File: src/hdl/bpa_pkg.sv
`default_nettype none

package bpa_pkg;

   // pool geometry
   localparam int POOL_PAGES = 1024;
   localparam int TOP_ORDER  = 10;

   // word field widths
   localparam int FUNC_W = 2;
   localparam int IDX_W  = 10;
   localparam int CNT_W  = 11;
   localparam int STAT_W = 2;
   localparam int TOT_W  = 11;

   // free map storage: one bit per aligned block of every order
   localparam int MAP_BITS = 2 * POOL_PAGES;
   localparam int ROW_BITS = 32;
   localparam int BIT_W    = $clog2(ROW_BITS);
   localparam int POS_W    = $clog2(MAP_BITS);
   localparam int ROW_W    = POS_W - BIT_W;
   localparam int ROWS     = MAP_BITS / ROW_BITS;
   localparam int ORD_W    = $clog2(TOP_ORDER + 1);
   localparam int CUR_W    = $clog2(POOL_PAGES + 1);

   typedef enum logic [FUNC_W-1:0] {
      FUNC_ALLOC = 2'd0,
      FUNC_FREE  = 2'd1,
      FUNC_ADD   = 2'd2,
      FUNC_NONE  = 2'd3
   } func_type;

   typedef enum logic [STAT_W-1:0] {
      STAT_OK      = 2'd0,
      STAT_NOSPACE = 2'd1,
      STAT_RANGE   = 2'd2
   } status_type;

   typedef logic [POS_W-1:0] base_tab_type [TOP_ORDER+1];

   // first map bit of each order
   function automatic base_tab_type make_base();
      base_tab_type t;
      int acc;
      acc = 0;
      for (int o = 0; o <= TOP_ORDER; o++) begin
         t[o] = POS_W'(acc);
         acc  = acc + (POOL_PAGES >> o);
      end
      return t;
   endfunction

   localparam base_tab_type MAP_BASE = make_base();

endpackage

`default_nettype wire

File: src/hdl/buddy_page_allocator_top.sv
`default_nettype none

// channel   | ports                                             | handshake
// ----------+---------------------------------------------------+-------------------------
// request   | req_func, req_page_index, req_page_count          | start && !busy
// response  | rsp_block_index, rsp_status, rsp_free_total       | rsp_valid, one cycle
//
// one request at a time; busy stays high until its word is shown
// every map access reads one 32-bit row, then modifies and writes it back; a scan only reads
// alloc: scans rows from the needed order upward until a free block turns up, then
//   takes the block and splits it down, handing back the right half at each order
// free: per piece, merge up with free buddies, then set its bit; add: set the piece's bit; then answer
// bad requests answer on the cycle after acceptance
// reset clears row valid bits at once, so no clearing pass; no stall from the receiver

module buddy_page_allocator_top (
   input  wire logic                        clock,
   input  wire logic                        reset,
   input  wire logic                        start,
   output logic                             busy,
   input  wire logic [bpa_pkg::FUNC_W-1:0]  req_func,
   input  wire logic [bpa_pkg::IDX_W-1:0]   req_page_index,
   input  wire logic [bpa_pkg::CNT_W-1:0]   req_page_count,
   output logic                             rsp_valid,
   output logic [bpa_pkg::IDX_W-1:0]        rsp_block_index,
   output logic [bpa_pkg::STAT_W-1:0]       rsp_status,
   output logic [bpa_pkg::TOT_W-1:0]        rsp_free_total
);

   typedef enum logic [2:0] {S_IDLE, S_RD, S_MOD, S_PIECE, S_MERGE} state_type;
   // what the pending row access is for
   typedef enum logic [2:0] {A_SCAN, A_TAKE, A_SPLIT, A_ADD, A_BUD, A_REL} act_type;

   state_type                       state_ff;
   act_type                         act_ff;
   bpa_pkg::func_type               func_ff;
   logic [bpa_pkg::CUR_W-1:0]       idx_ff;      // next piece start
   logic [bpa_pkg::CNT_W-1:0]       n_ff;        // pages left to cut
   logic [bpa_pkg::ORD_W-1:0]       need_ff;
   logic [bpa_pkg::ORD_W-1:0]       ord_ff;      // order being scanned, split or merged
   logic [bpa_pkg::ORD_W-1:0]       pord_ff;     // order of current piece
   logic [bpa_pkg::CUR_W-1:0]       mi_ff;       // merged block start
   logic [bpa_pkg::CUR_W-1:0]       start_ff;
   logic [bpa_pkg::POS_W-1:0]       pos_ff;
   logic [bpa_pkg::ROW_W-1:0]       row_ff;
   logic [bpa_pkg::ROW_W-1:0]       last_row_ff;
   logic [bpa_pkg::TOT_W-1:0]       total_ff;
   logic                            rsp_valid_ff;
   logic [bpa_pkg::IDX_W-1:0]       blk_ff;
   logic [bpa_pkg::STAT_W-1:0]      stat_ff;

   // free map memory with per-row valid bits
   logic [bpa_pkg::ROW_BITS-1:0]    map_mem [bpa_pkg::ROWS];
   logic [bpa_pkg::ROWS-1:0]        row_valid_ff;
   logic [bpa_pkg::ROW_BITS-1:0]    rd_data_ff;

   logic                            rd_en;
   logic                            wr_en;
   logic [bpa_pkg::ROW_W-1:0]       acc_row;
   logic [bpa_pkg::ROW_BITS-1:0]    row_data;
   logic [bpa_pkg::ROW_BITS-1:0]    wr_data;
   logic [bpa_pkg::BIT_W-1:0]       bit_sel;
   logic                            old_bit;

   logic                            hit;
   logic [bpa_pkg::BIT_W-1:0]       hit_bit;
   logic [bpa_pkg::POS_W:0]         scan_lo;
   logic [bpa_pkg::POS_W:0]         scan_hi;
   logic [bpa_pkg::POS_W:0]         p_chk;

   logic [bpa_pkg::CUR_W-1:0]       bud;
   logic [bpa_pkg::CUR_W-1:0]       up;
   logic                            merge_ok;
   logic [bpa_pkg::ORD_W-1:0]       piece_ord;
   logic [bpa_pkg::CUR_W-1:0]       piece_sz;
   logic [4:0]                      need_c;
   logic [bpa_pkg::CNT_W:0]         range_end;
   logic [bpa_pkg::TOT_W:0]         tot_sum;
   logic [bpa_pkg::TOT_W-1:0]       need_sz;

   function automatic logic [bpa_pkg::CUR_W-1:0] blocks_at(input logic [4:0] o);
      return bpa_pkg::CUR_W'(bpa_pkg::POOL_PAGES >> o);
   endfunction

   function automatic logic [bpa_pkg::POS_W-1:0] pos_of(
      input logic [bpa_pkg::ORD_W-1:0] o, input logic [bpa_pkg::CUR_W-1:0] x);
      return bpa_pkg::MAP_BASE[o] + bpa_pkg::POS_W'(x >> o);
   endfunction

   function automatic logic [bpa_pkg::ROW_W-1:0] first_row(input logic [bpa_pkg::ORD_W-1:0] o);
      return bpa_pkg::MAP_BASE[o][bpa_pkg::POS_W-1:bpa_pkg::BIT_W];
   endfunction

   function automatic logic [bpa_pkg::ROW_W-1:0] last_row(input logic [bpa_pkg::ORD_W-1:0] o);
      logic [bpa_pkg::POS_W:0] e;
      e = {1'b0, bpa_pkg::MAP_BASE[o]} + (bpa_pkg::POS_W+1)'(blocks_at(5'(o)));
      if (blocks_at(5'(o)) == '0) begin
         return first_row(o);
      end
      e = e - 1'b1;
      return e[bpa_pkg::POS_W-1:bpa_pkg::BIT_W];
   endfunction

   // smallest order whose block holds n pages
   function automatic logic [4:0] ceil_order(input logic [bpa_pkg::CNT_W-1:0] n);
      logic [4:0] c;
      c = '0;
      for (int k = bpa_pkg::CNT_W; k >= 0; k--) begin
         if (((bpa_pkg::CNT_W+1)'(1) << k) >= (bpa_pkg::CNT_W+1)'(n)) c = 5'(k);
      end
      return c;
   endfunction

   // largest aligned block at s no bigger than n
   function automatic logic [bpa_pkg::ORD_W-1:0] fit_order(
      input logic [bpa_pkg::CUR_W-1:0] s, input logic [bpa_pkg::CNT_W-1:0] n);
      logic [bpa_pkg::ORD_W-1:0] f;
      logic [bpa_pkg::ORD_W-1:0] t;
      f = '0;
      for (int k = 1; k <= bpa_pkg::TOP_ORDER; k++) begin
         if ((n >> k) != '0) f = bpa_pkg::ORD_W'(k);
      end
      t = bpa_pkg::ORD_W'(bpa_pkg::TOP_ORDER);
      for (int k = bpa_pkg::TOP_ORDER - 1; k >= 0; k--) begin
         if (((s >> k) & bpa_pkg::CUR_W'(1)) != '0) t = bpa_pkg::ORD_W'(k);
      end
      return (t < f) ? t : f;
   endfunction

   assign busy           = (state_ff != S_IDLE);
   assign rsp_valid      = rsp_valid_ff;
   assign rsp_block_index = blk_ff;
   assign rsp_status     = stat_ff;
   assign rsp_free_total = total_ff;

   // shared row access unit
   always_comb begin
      rd_en    = (state_ff == S_RD);
      acc_row  = (act_ff == A_SCAN) ? row_ff : pos_ff[bpa_pkg::POS_W-1:bpa_pkg::BIT_W];
      row_data = row_valid_ff[acc_row] ? rd_data_ff : '0;
      bit_sel  = pos_ff[bpa_pkg::BIT_W-1:0];
      old_bit  = row_data[bit_sel];
      wr_en    = (state_ff == S_MOD) && (act_ff != A_SCAN);
      unique case (act_ff)
         A_TAKE, A_BUD: wr_data = row_data & ~(bpa_pkg::ROW_BITS'(1) << bit_sel);
         default:       wr_data = row_data | (bpa_pkg::ROW_BITS'(1) << bit_sel);
      endcase
   end

   always_ff @(posedge clock) begin
      if (rd_en) begin
         rd_data_ff <= map_mem[acc_row];
      end
      if (wr_en) begin
         map_mem[acc_row] <= wr_data;
      end
   end

   // lowest free block of the current order within the scanned row
   always_comb begin
      scan_lo = {1'b0, bpa_pkg::MAP_BASE[ord_ff]};
      scan_hi = scan_lo + (bpa_pkg::POS_W+1)'(blocks_at(5'(ord_ff)));
      hit     = 1'b0;
      hit_bit = '0;
      p_chk   = '0;
      for (int j = bpa_pkg::ROW_BITS - 1; j >= 0; j--) begin
         p_chk = {1'b0, row_ff, bpa_pkg::BIT_W'(j)};
         if (row_data[j] && p_chk >= scan_lo && p_chk < scan_hi) begin
            hit     = 1'b1;
            hit_bit = bpa_pkg::BIT_W'(j);
         end
      end
   end

   // merge step, piece cutting and request size/range checks
   always_comb begin
      bud       = mi_ff ^ (bpa_pkg::CUR_W'(1) << ord_ff);
      up        = mi_ff & ~(bpa_pkg::CUR_W'(1) << ord_ff);
      merge_ok  = (32'(ord_ff) < bpa_pkg::TOP_ORDER)
                  && ((bud >> ord_ff) < blocks_at(5'(ord_ff)))
                  && ((up >> (5'(ord_ff) + 5'd1)) < blocks_at(5'(ord_ff) + 5'd1));
      piece_ord = fit_order(idx_ff, n_ff);
      piece_sz  = bpa_pkg::CUR_W'(1) << pord_ff;
      need_c    = ceil_order(req_page_count);
      range_end = (bpa_pkg::CNT_W+1)'(req_page_index) + (bpa_pkg::CNT_W+1)'(req_page_count);
      tot_sum   = (bpa_pkg::TOT_W+1)'(total_ff) + (bpa_pkg::TOT_W+1)'(piece_sz);
      need_sz   = bpa_pkg::TOT_W'(1) << need_ff;
   end

   always_ff @(posedge clock) begin
      if (reset) begin
         state_ff     <= S_IDLE;
         act_ff       <= A_SCAN;
         row_valid_ff <= '0;
         total_ff     <= '0;
         rsp_valid_ff <= 1'b0;
         blk_ff       <= '0;
         stat_ff      <= bpa_pkg::STAT_OK;
      end else begin
         rsp_valid_ff <= 1'b0;
         if (wr_en) begin
            row_valid_ff[acc_row] <= 1'b1;
         end
         unique case (state_ff)
            S_IDLE: begin
               if (start) begin
                  func_ff <= bpa_pkg::func_type'(req_func);
                  idx_ff  <= bpa_pkg::CUR_W'(req_page_index);
                  n_ff    <= req_page_count;
                  blk_ff  <= '0;
                  stat_ff <= bpa_pkg::STAT_OK;
                  priority if (bpa_pkg::func_type'(req_func) == bpa_pkg::FUNC_NONE) begin
                     rsp_valid_ff <= 1'b1;
                  end else if (req_page_count == '0) begin
                     stat_ff      <= bpa_pkg::STAT_NOSPACE;
                     rsp_valid_ff <= 1'b1;
                  end else if (bpa_pkg::func_type'(req_func) == bpa_pkg::FUNC_ALLOC) begin
                     if (32'(need_c) > bpa_pkg::TOP_ORDER) begin
                        stat_ff      <= bpa_pkg::STAT_NOSPACE;
                        rsp_valid_ff <= 1'b1;
                     end else begin
                        need_ff     <= bpa_pkg::ORD_W'(need_c);
                        ord_ff      <= bpa_pkg::ORD_W'(need_c);
                        row_ff      <= first_row(bpa_pkg::ORD_W'(need_c));
                        last_row_ff <= last_row(bpa_pkg::ORD_W'(need_c));
                        act_ff      <= A_SCAN;
                        state_ff    <= S_RD;
                     end
                  end else if (32'(range_end) > bpa_pkg::POOL_PAGES) begin
                     stat_ff      <= bpa_pkg::STAT_RANGE;
                     rsp_valid_ff <= 1'b1;
                  end else begin
                     state_ff <= S_PIECE;
                  end
               end
            end
            S_RD: begin
               state_ff <= S_MOD;
            end
            S_MOD: begin
               unique case (act_ff)
                  A_SCAN: begin
                     if (hit) begin
                        pos_ff   <= {row_ff, hit_bit};
                        start_ff <= bpa_pkg::CUR_W'(
                                       ({row_ff, hit_bit} - bpa_pkg::MAP_BASE[ord_ff]) << ord_ff);
                        act_ff   <= A_TAKE;
                        state_ff <= S_RD;
                     end else if (row_ff != last_row_ff) begin
                        row_ff   <= row_ff + 1'b1;
                        state_ff <= S_RD;
                     end else if (32'(ord_ff) == bpa_pkg::TOP_ORDER) begin
                        stat_ff      <= bpa_pkg::STAT_NOSPACE;
                        rsp_valid_ff <= 1'b1;
                        state_ff     <= S_IDLE;
                     end else begin
                        ord_ff      <= ord_ff + 1'b1;
                        row_ff      <= first_row(ord_ff + 1'b1);
                        last_row_ff <= last_row(ord_ff + 1'b1);
                        state_ff    <= S_RD;
                     end
                  end
                  A_TAKE, A_SPLIT: begin
                     // hand back the right half one order down
                     if (ord_ff > need_ff) begin
                        ord_ff   <= ord_ff - 1'b1;
                        pos_ff   <= pos_of(ord_ff - 1'b1,
                                       start_ff + (bpa_pkg::CUR_W'(1) << (ord_ff - 1'b1)));
                        act_ff   <= A_SPLIT;
                        state_ff <= S_RD;
                     end else begin
                        total_ff     <= (total_ff > need_sz) ? total_ff - need_sz : '0;
                        blk_ff       <= start_ff[bpa_pkg::IDX_W-1:0];
                        rsp_valid_ff <= 1'b1;
                        state_ff     <= S_IDLE;
                     end
                  end
                  A_BUD: begin
                     if (old_bit) begin
                        mi_ff    <= up;
                        ord_ff   <= ord_ff + 1'b1;
                        state_ff <= S_MERGE;
                     end else begin
                        pos_ff   <= pos_of(ord_ff, mi_ff);
                        act_ff   <= A_REL;
                        state_ff <= S_RD;
                     end
                  end
                  default: begin
                     // piece placed: advance the range and count it
                     idx_ff   <= idx_ff + piece_sz;
                     n_ff     <= n_ff - bpa_pkg::CNT_W'(piece_sz);
                     total_ff <= (32'(tot_sum) > bpa_pkg::POOL_PAGES)
                                 ? bpa_pkg::TOT_W'(bpa_pkg::POOL_PAGES)
                                 : tot_sum[bpa_pkg::TOT_W-1:0];
                     state_ff <= S_PIECE;
                  end
               endcase
            end
            S_PIECE: begin
               if (n_ff == '0) begin
                  rsp_valid_ff <= 1'b1;
                  state_ff     <= S_IDLE;
               end else begin
                  pord_ff <= piece_ord;
                  ord_ff  <= piece_ord;
                  mi_ff   <= idx_ff;
                  if (func_ff == bpa_pkg::FUNC_ADD) begin
                     pos_ff   <= pos_of(piece_ord, idx_ff);
                     act_ff   <= A_ADD;
                     state_ff <= S_RD;
                  end else begin
                     state_ff <= S_MERGE;
                  end
               end
            end
            S_MERGE: begin
               if (merge_ok) begin
                  pos_ff <= pos_of(ord_ff, bud);
                  act_ff <= A_BUD;
               end else begin
                  pos_ff <= pos_of(ord_ff, mi_ff);
                  act_ff <= A_REL;
               end
               state_ff <= S_RD;
            end
            default: begin
               state_ff <= S_IDLE;
            end
         endcase
      end
   end

endmodule

`default_nettype wire

File: config.mk
export PLATFORM = sky130hd
export DESIGN_NAME = buddy_page_allocator_top
export DESIGN_NICKNAME = d
export VERILOG_FILES = /design/src/hdl/bpa_pkg.sv /design/src/hdl/buddy_page_allocator_top.sv
export SDC_FILE = /design/constraint.sdc
export NUM_CORES = 2
export LEC_CHECK = 0
export BUFFER_PORTS_ARGS = -buffer_cell sky130_fd_sc_hd__buf_4
export CORE_UTILIZATION = 60
export DETAILED_ROUTE_END_ITERATION = 10
export PLACE_DENSITY_LB_ADDON = 0.12
export SLEW_MARGIN = 20
export SYNTH_ARGS = -nofsm -noshare
export SYNTH_HDL_FRONTEND = slang
export SYNTH_SLANG_ARGS = --single-unit
File: constraint.sdc
create_clock -name clock -period 9.7 [get_ports clock]
set_input_delay 0.485 -clock clock [delete_from_list [all_inputs] [get_ports clock]]
set_output_delay 0.485 -clock clock [all_outputs]
set_load 0.05 [all_outputs]
==> reports/results.md <==
| Group | Item | Reported |
|:---|:---|:---|
| logic synthesis | Leading post-synthesis cells by cell area | edfxtp_1 68%, a22oi_1 6.1%, ha_1 2.7%, nand2_1 2.6%, dfxtp_1 2.0% |
| run | Number of maximum-capacitance constraint violations | 0 |
| power and ir drop | Overall power of the completed layout | 32.6 mW |
| floorplanning | Core area | 158000 um^2 |
| critical path | Critical-path cell with the highest stage delay | o211ai_1 |
| routing | First DRT Iteration DRCs | 9368 |
| floorplanning | Die height | 401 um |
| logic synthesis | Library cell occupying the most area in the post-synthesis netlist | edfxtp_1 |
| logic synthesis | Synthesized instance count | 6849 |
| finish | Area of all placed cells without fillers | 107000 um^2 |
| routing | Number of detailed-route iterations in the first pass | 8 |
| clock network | Latest clock arrival within the worst-skew pair | 0.89 ns |
| timing | Pin slew with the least headroom to its limit | 1.28 ns |
| min path | Hold Path End | n_ff[1]$_DFFE_PP_ |
| power and ir drop | Power density normalized to cell area | 303 nW/um^2 |
| place | Placed instance area | 100000 um^2 |
| place | Placed cells | 8814 |
| logic synthesis | Synth Area in Adders | 2.98% |
| clock network | Buffers from clock root to sink, at most | 3 |
| timing | Post-route clock skew | 0.103 ns |
| logic synthesis | Post-synthesis compound-gate area fraction | 14.6% |
| power and ir drop | Combinational share of power | 33.6% |
| power and ir drop | Int Power | 20.5 mW |
| clock network | Clock tree from TritonCTS | done |
| critical path | Data required time at the worst endpoint | 10.36 ns |
| critical path | Delay of the slowest cell on the worst path | 0.70 ns |
| place | Port-buffer cells | 50 |
| timing | Timing-limited maximum frequency | 112 MHz |
| timing | Post-route worst hold slack | 0.0653 ns |
| routing | Via count of the routed design | 65000 |
| min path | Number of cells on the worst hold path | 3 |
| place | Final Wtd Congestion | 0.971 |
| power and ir drop | Peak supply drop | 0.266 mV |
| global routing | Grt total ovfl | 0 |
| logic synthesis | Fraction of the mapped netlist area in simple logic gates | 7.44% |
| clock network | Clock Pin Slew Worst Setup and Hold Paths | 0.06 ns |
| timing | Setup repair after global routing missed its margin | no |
| finish | Non-filler instance count after layout | 9246 |
| critical path | Worst EP arrival | 9.59 ns |
| critical path | Cell mode on critical path | a21oi_1 |
| logic synthesis | Share of synthesized registers carrying an async set or reset | 0% |
| power and ir drop | Switching pwr | 12.1 mW |
| routing | Number of nets with antenna violations after routing | 0 |
| logic synthesis | Post-synthesis net count | 7095 |
| floorplanning | Die Footprint | 161000 um^2 |
| timing | Final worst-path cycle share | 92.1% |
| routing | Via count normalized by instance count | 7.03 |
| finish | Fill cell count | 10900 |
| min path | Min-delay src | req_page_count[1] |
| finish | Number of nets in the final layout | 7232 |
| finish | Area growth, synth to finish | 12.4% |
| global routing | Pin count of the biggest net entering global routing | 108 |
| critical path | Critical path peak fanout | 13 |
| power and ir drop | Sw Share | 37.1% |
| global routing | Antenna violations before repair | 22 |
| timing | Tightest slew margin relative to the limit | 13.9% |
| critical path | Launching point of the worst reg2reg path | ord_ff[0]$_DFFE_PP_ |
| floorplanning | Standard-cell row count | 146 |
| logic synthesis | Sequential share of the synthesized area | 69.9% |
| clock network | H-tree depth reported by CTS | 4 |
| min path | Class of the tightest hold or removal check | input port to flip-flop |
| logic synthesis | Number of enable flip-flop cells after synthesis | 2161 |
| global routing | Wire length of the first global-routing pass | 442000 um |
| place | Post-DP HPWL | 187000 um |
| logic synthesis | Distinct cells, synth | 100 |
| routing | Count of unresolved DRC violations after routing | 0 |
| critical path | Worst reg-to-reg setup slack | 0.77 ns |
| critical path | Number of cells traversed by the worst register-to-register path | 40 |
| floorplanning | Die Wd | 401 um |
| critical path | Source of the critical timing path | ord_ff[0]$_DFFE_PP_ |
| critical path | Type of the setup path with the least slack | flip-flop to flip-flop |
| status | Status | finished, final reports clean |
| logic synthesis | Fraction of synthesized cell area taken by the top area cell type | 67.9% |
| timing | Final critical path time including I/O delays and setup | 8.93 ns |
| logic synthesis | Share of cell area taken by muxes after synthesis | 1.95% |
| timing | Slew Limit Fails | 0 |
| floorplanning | IO Pins | 51 |
| power and ir drop | Clock network fraction of design power | 25.6% |
| critical path | Crit end category | flip-flop |
| timing | # setup viols final | 0 |
| routing | Average wire per cell in the routed design | 34.0 um |
| clock network | Post-CTS repair timing setup buffer count | 0 |
| routing | Total length of routed wires | 314000 um |
| clock network | TritonCTS Sinks | 2255 |
| global routing | Global-route usage over all layers | 38.7% |
| logic synthesis | Netlist Area Pre-Place | 95600 um^2 |
| finish | Share of final-layout standard cells stronger than drive strength 1 | 11.2% |
| clock network | Number of buffers added by the clock tree synthesis step | 214 |
| logic synthesis | FF+latch count, synth | 2255 |
| power and ir drop | Cell leakage power | 36.2 nW |
| critical path | Reg-to-reg endpoint | start_ff[9]$_DFFE_PP_ |
| logic synthesis | Commonest register cell after synthesis | edfxtp_1 |
| timing | Hold Fails Final Rpt | 0 |
| logic synthesis | Number of synthesis warnings | 0 |
| global routing | Vias in the first global route | 60800 |
| timing | TNS Setup | 0 ns |
| critical path | Startpoint class of the critical path | flip-flop |
| clock network | Clock tree root driver cell | clkbuf_16 |
| floorplanning | Initial core utilization | 60.4% |
| logic synthesis | Combinational family with the most area after synthesis | compound AO/OA/AOI/OAI gates |
| logic synthesis | Post-synthesis average cell area | 14.0 um^2 |
| logic synthesis | Xor and xnor area share after synthesis | 0.999% |
| power and ir drop | Sequential Power Share | 40.8% |
==> cell usage in the layout, fill, tap and decap left out, types with 48 or more instances in the layout <==
master	count
edfxtp_1	2161
a22oi_1	779
nand2_1	656
nor2_1	363
buf_4	270
a21oi_1	248
o21ai_0	244
clkbuf_16	216
ha_1	208
inv_1	149
mux2i_1	109
dfxtp_1	94
a221oi_1	88
a31oi_1	88
nand3_1	85
nor2_4	74
xnor2_1	68
nor3_1	64
a22o_1	63
nand4_1	60
clkinv_1	56
o22ai_1	48
nor2b_1	48
==> how the worst max path moves through the flow <==
stage / slack, ns / end
2_1_floorplan: 1.38 / start_ff[9]$_DFFE_PP_
3_3_place_gp: 0.95 / start_ff[9]$_DFFE_PP_
3_5_place_dp: 0.97 / start_ff[9]$_DFFE_PP_
4_1_cts: 0.89 / start_ff[9]$_DFFE_PP_
5_1_grt: 0.09 / start_ff[9]$_DFFE_PP_
6_report: 0.77 / start_ff[9]$_DFFE_PP_
==> sequential cells by signal (all words and copies together), names as in the netlist, 3 cells and up <==
name	cells
row_valid_ff	64
pord_ff	4
row_ff	6
map_mem	2048
last_row_ff	6
start_ff	11
idx_ff	11
rsp_block_index	10
mi_ff	11
ord_ff	4
rsp_free_total	11
pos_ff	11
rd_data_ff	32
act_ff	3
need_ff	4
n_ff	11
state_ff	3
==> power by group through the flow <==
stage / combinational [mW] / clock (mW) / sequential [mW]
2_1_floorplan: 5.60 / 0 / 13.6
3_3_place_gp: 10.3 / 0 / 13.5
3_5_place_dp: 10.5 / 0 / 13.5
4_1_cts: 10.6 / 8.35 / 13.3
5_1_grt: 11.4 / 8.72 / 13.3
6_report: 10.9 / 8.32 / 13.3
==> synthesized netlist by cell type (60+ instances only) <==
library cell / n
a21oi_1: 249
a221oi_1: 88
a22o_1: 63
a22oi_1: 779
a31oi_1: 92
buf_1: 97
clkbuf_1: 253
dfxtp_1: 94
edfxtp_1: 2161
ha_1: 208
inv_1: 149
mux2i_1: 111
nand2_1: 656
nand3_1: 85
nand4_1: 60
nor2_1: 443
nor3_1: 67
o21ai_0: 256
o22ai_1: 80
xnor2_1: 68
==> critical path: cells and delay by family, from the launching register on <==
| kind | cells | cell delay (ns) |
|---|---|---|
| AOI/OAI and AO/OA | 20 | 4.40 |
| xor gates and xnor gates | 2 | 0.40 |
| adders and majority gates | 5 | 1.40 |
| buffers and inverters | 3 | 0.76 |
| DFF | 1 | 0.49 |
| and+or+nand+nor | 10 | 1.36 |
==> routing by layer <==
layer	GRT usage (%)	part of all wire (%)	wire, um	up-vias
met3	9.89	13	40100	741
li1	-	-	-	27300
met4	20.0	5.9	18400	14
met1	53.1	37	117000	32400
met2	57.6	44	139000	4556
met5	0	0.022	69	-
==> final cells by class <==
cell class	count	area, um^2	share of cell area (%)
Sequential cell	2255	66800	62.2
Multi-Input combinational cell	4054	27900	25.9
Clock buffer	260	5570	5.19
Tap cell	2072	2590	2.41
Timing Repair Buffer	308	2580	2.40
Clock inverter	138	1430	1.33
Inverter	153	574	0.535
Antenna cell	6	15.0	0.0140
==> kinds of logic after synthesis <==
family / count (synthesis)
compound gates: 1980
simple gates: 1588
mux: 156
fa+ha+maj: 221
buf+inv: 540
flops: 2255
xor+xnor: 109
==> stage by stage <==
step / setup slack [ns] / util, %
6_report: 0.771 / 67.9
3_5_place_dp: 0.968 / 63.2
4_1_cts: 0.891 / 67.8
3_3_place_gp: 0.953 / 63.2
5_1_grt: 0.0936 / 67.9
2_1_floorplan: 1.38 / -
==> what timing repair did <==
item | CTS | global route
hold buffers | 23 | 0
gates resized for setup | 0 | 0
hold endpoints to repair | 28 | 0
No activity file was read; power rests on OpenSTA's default activity.
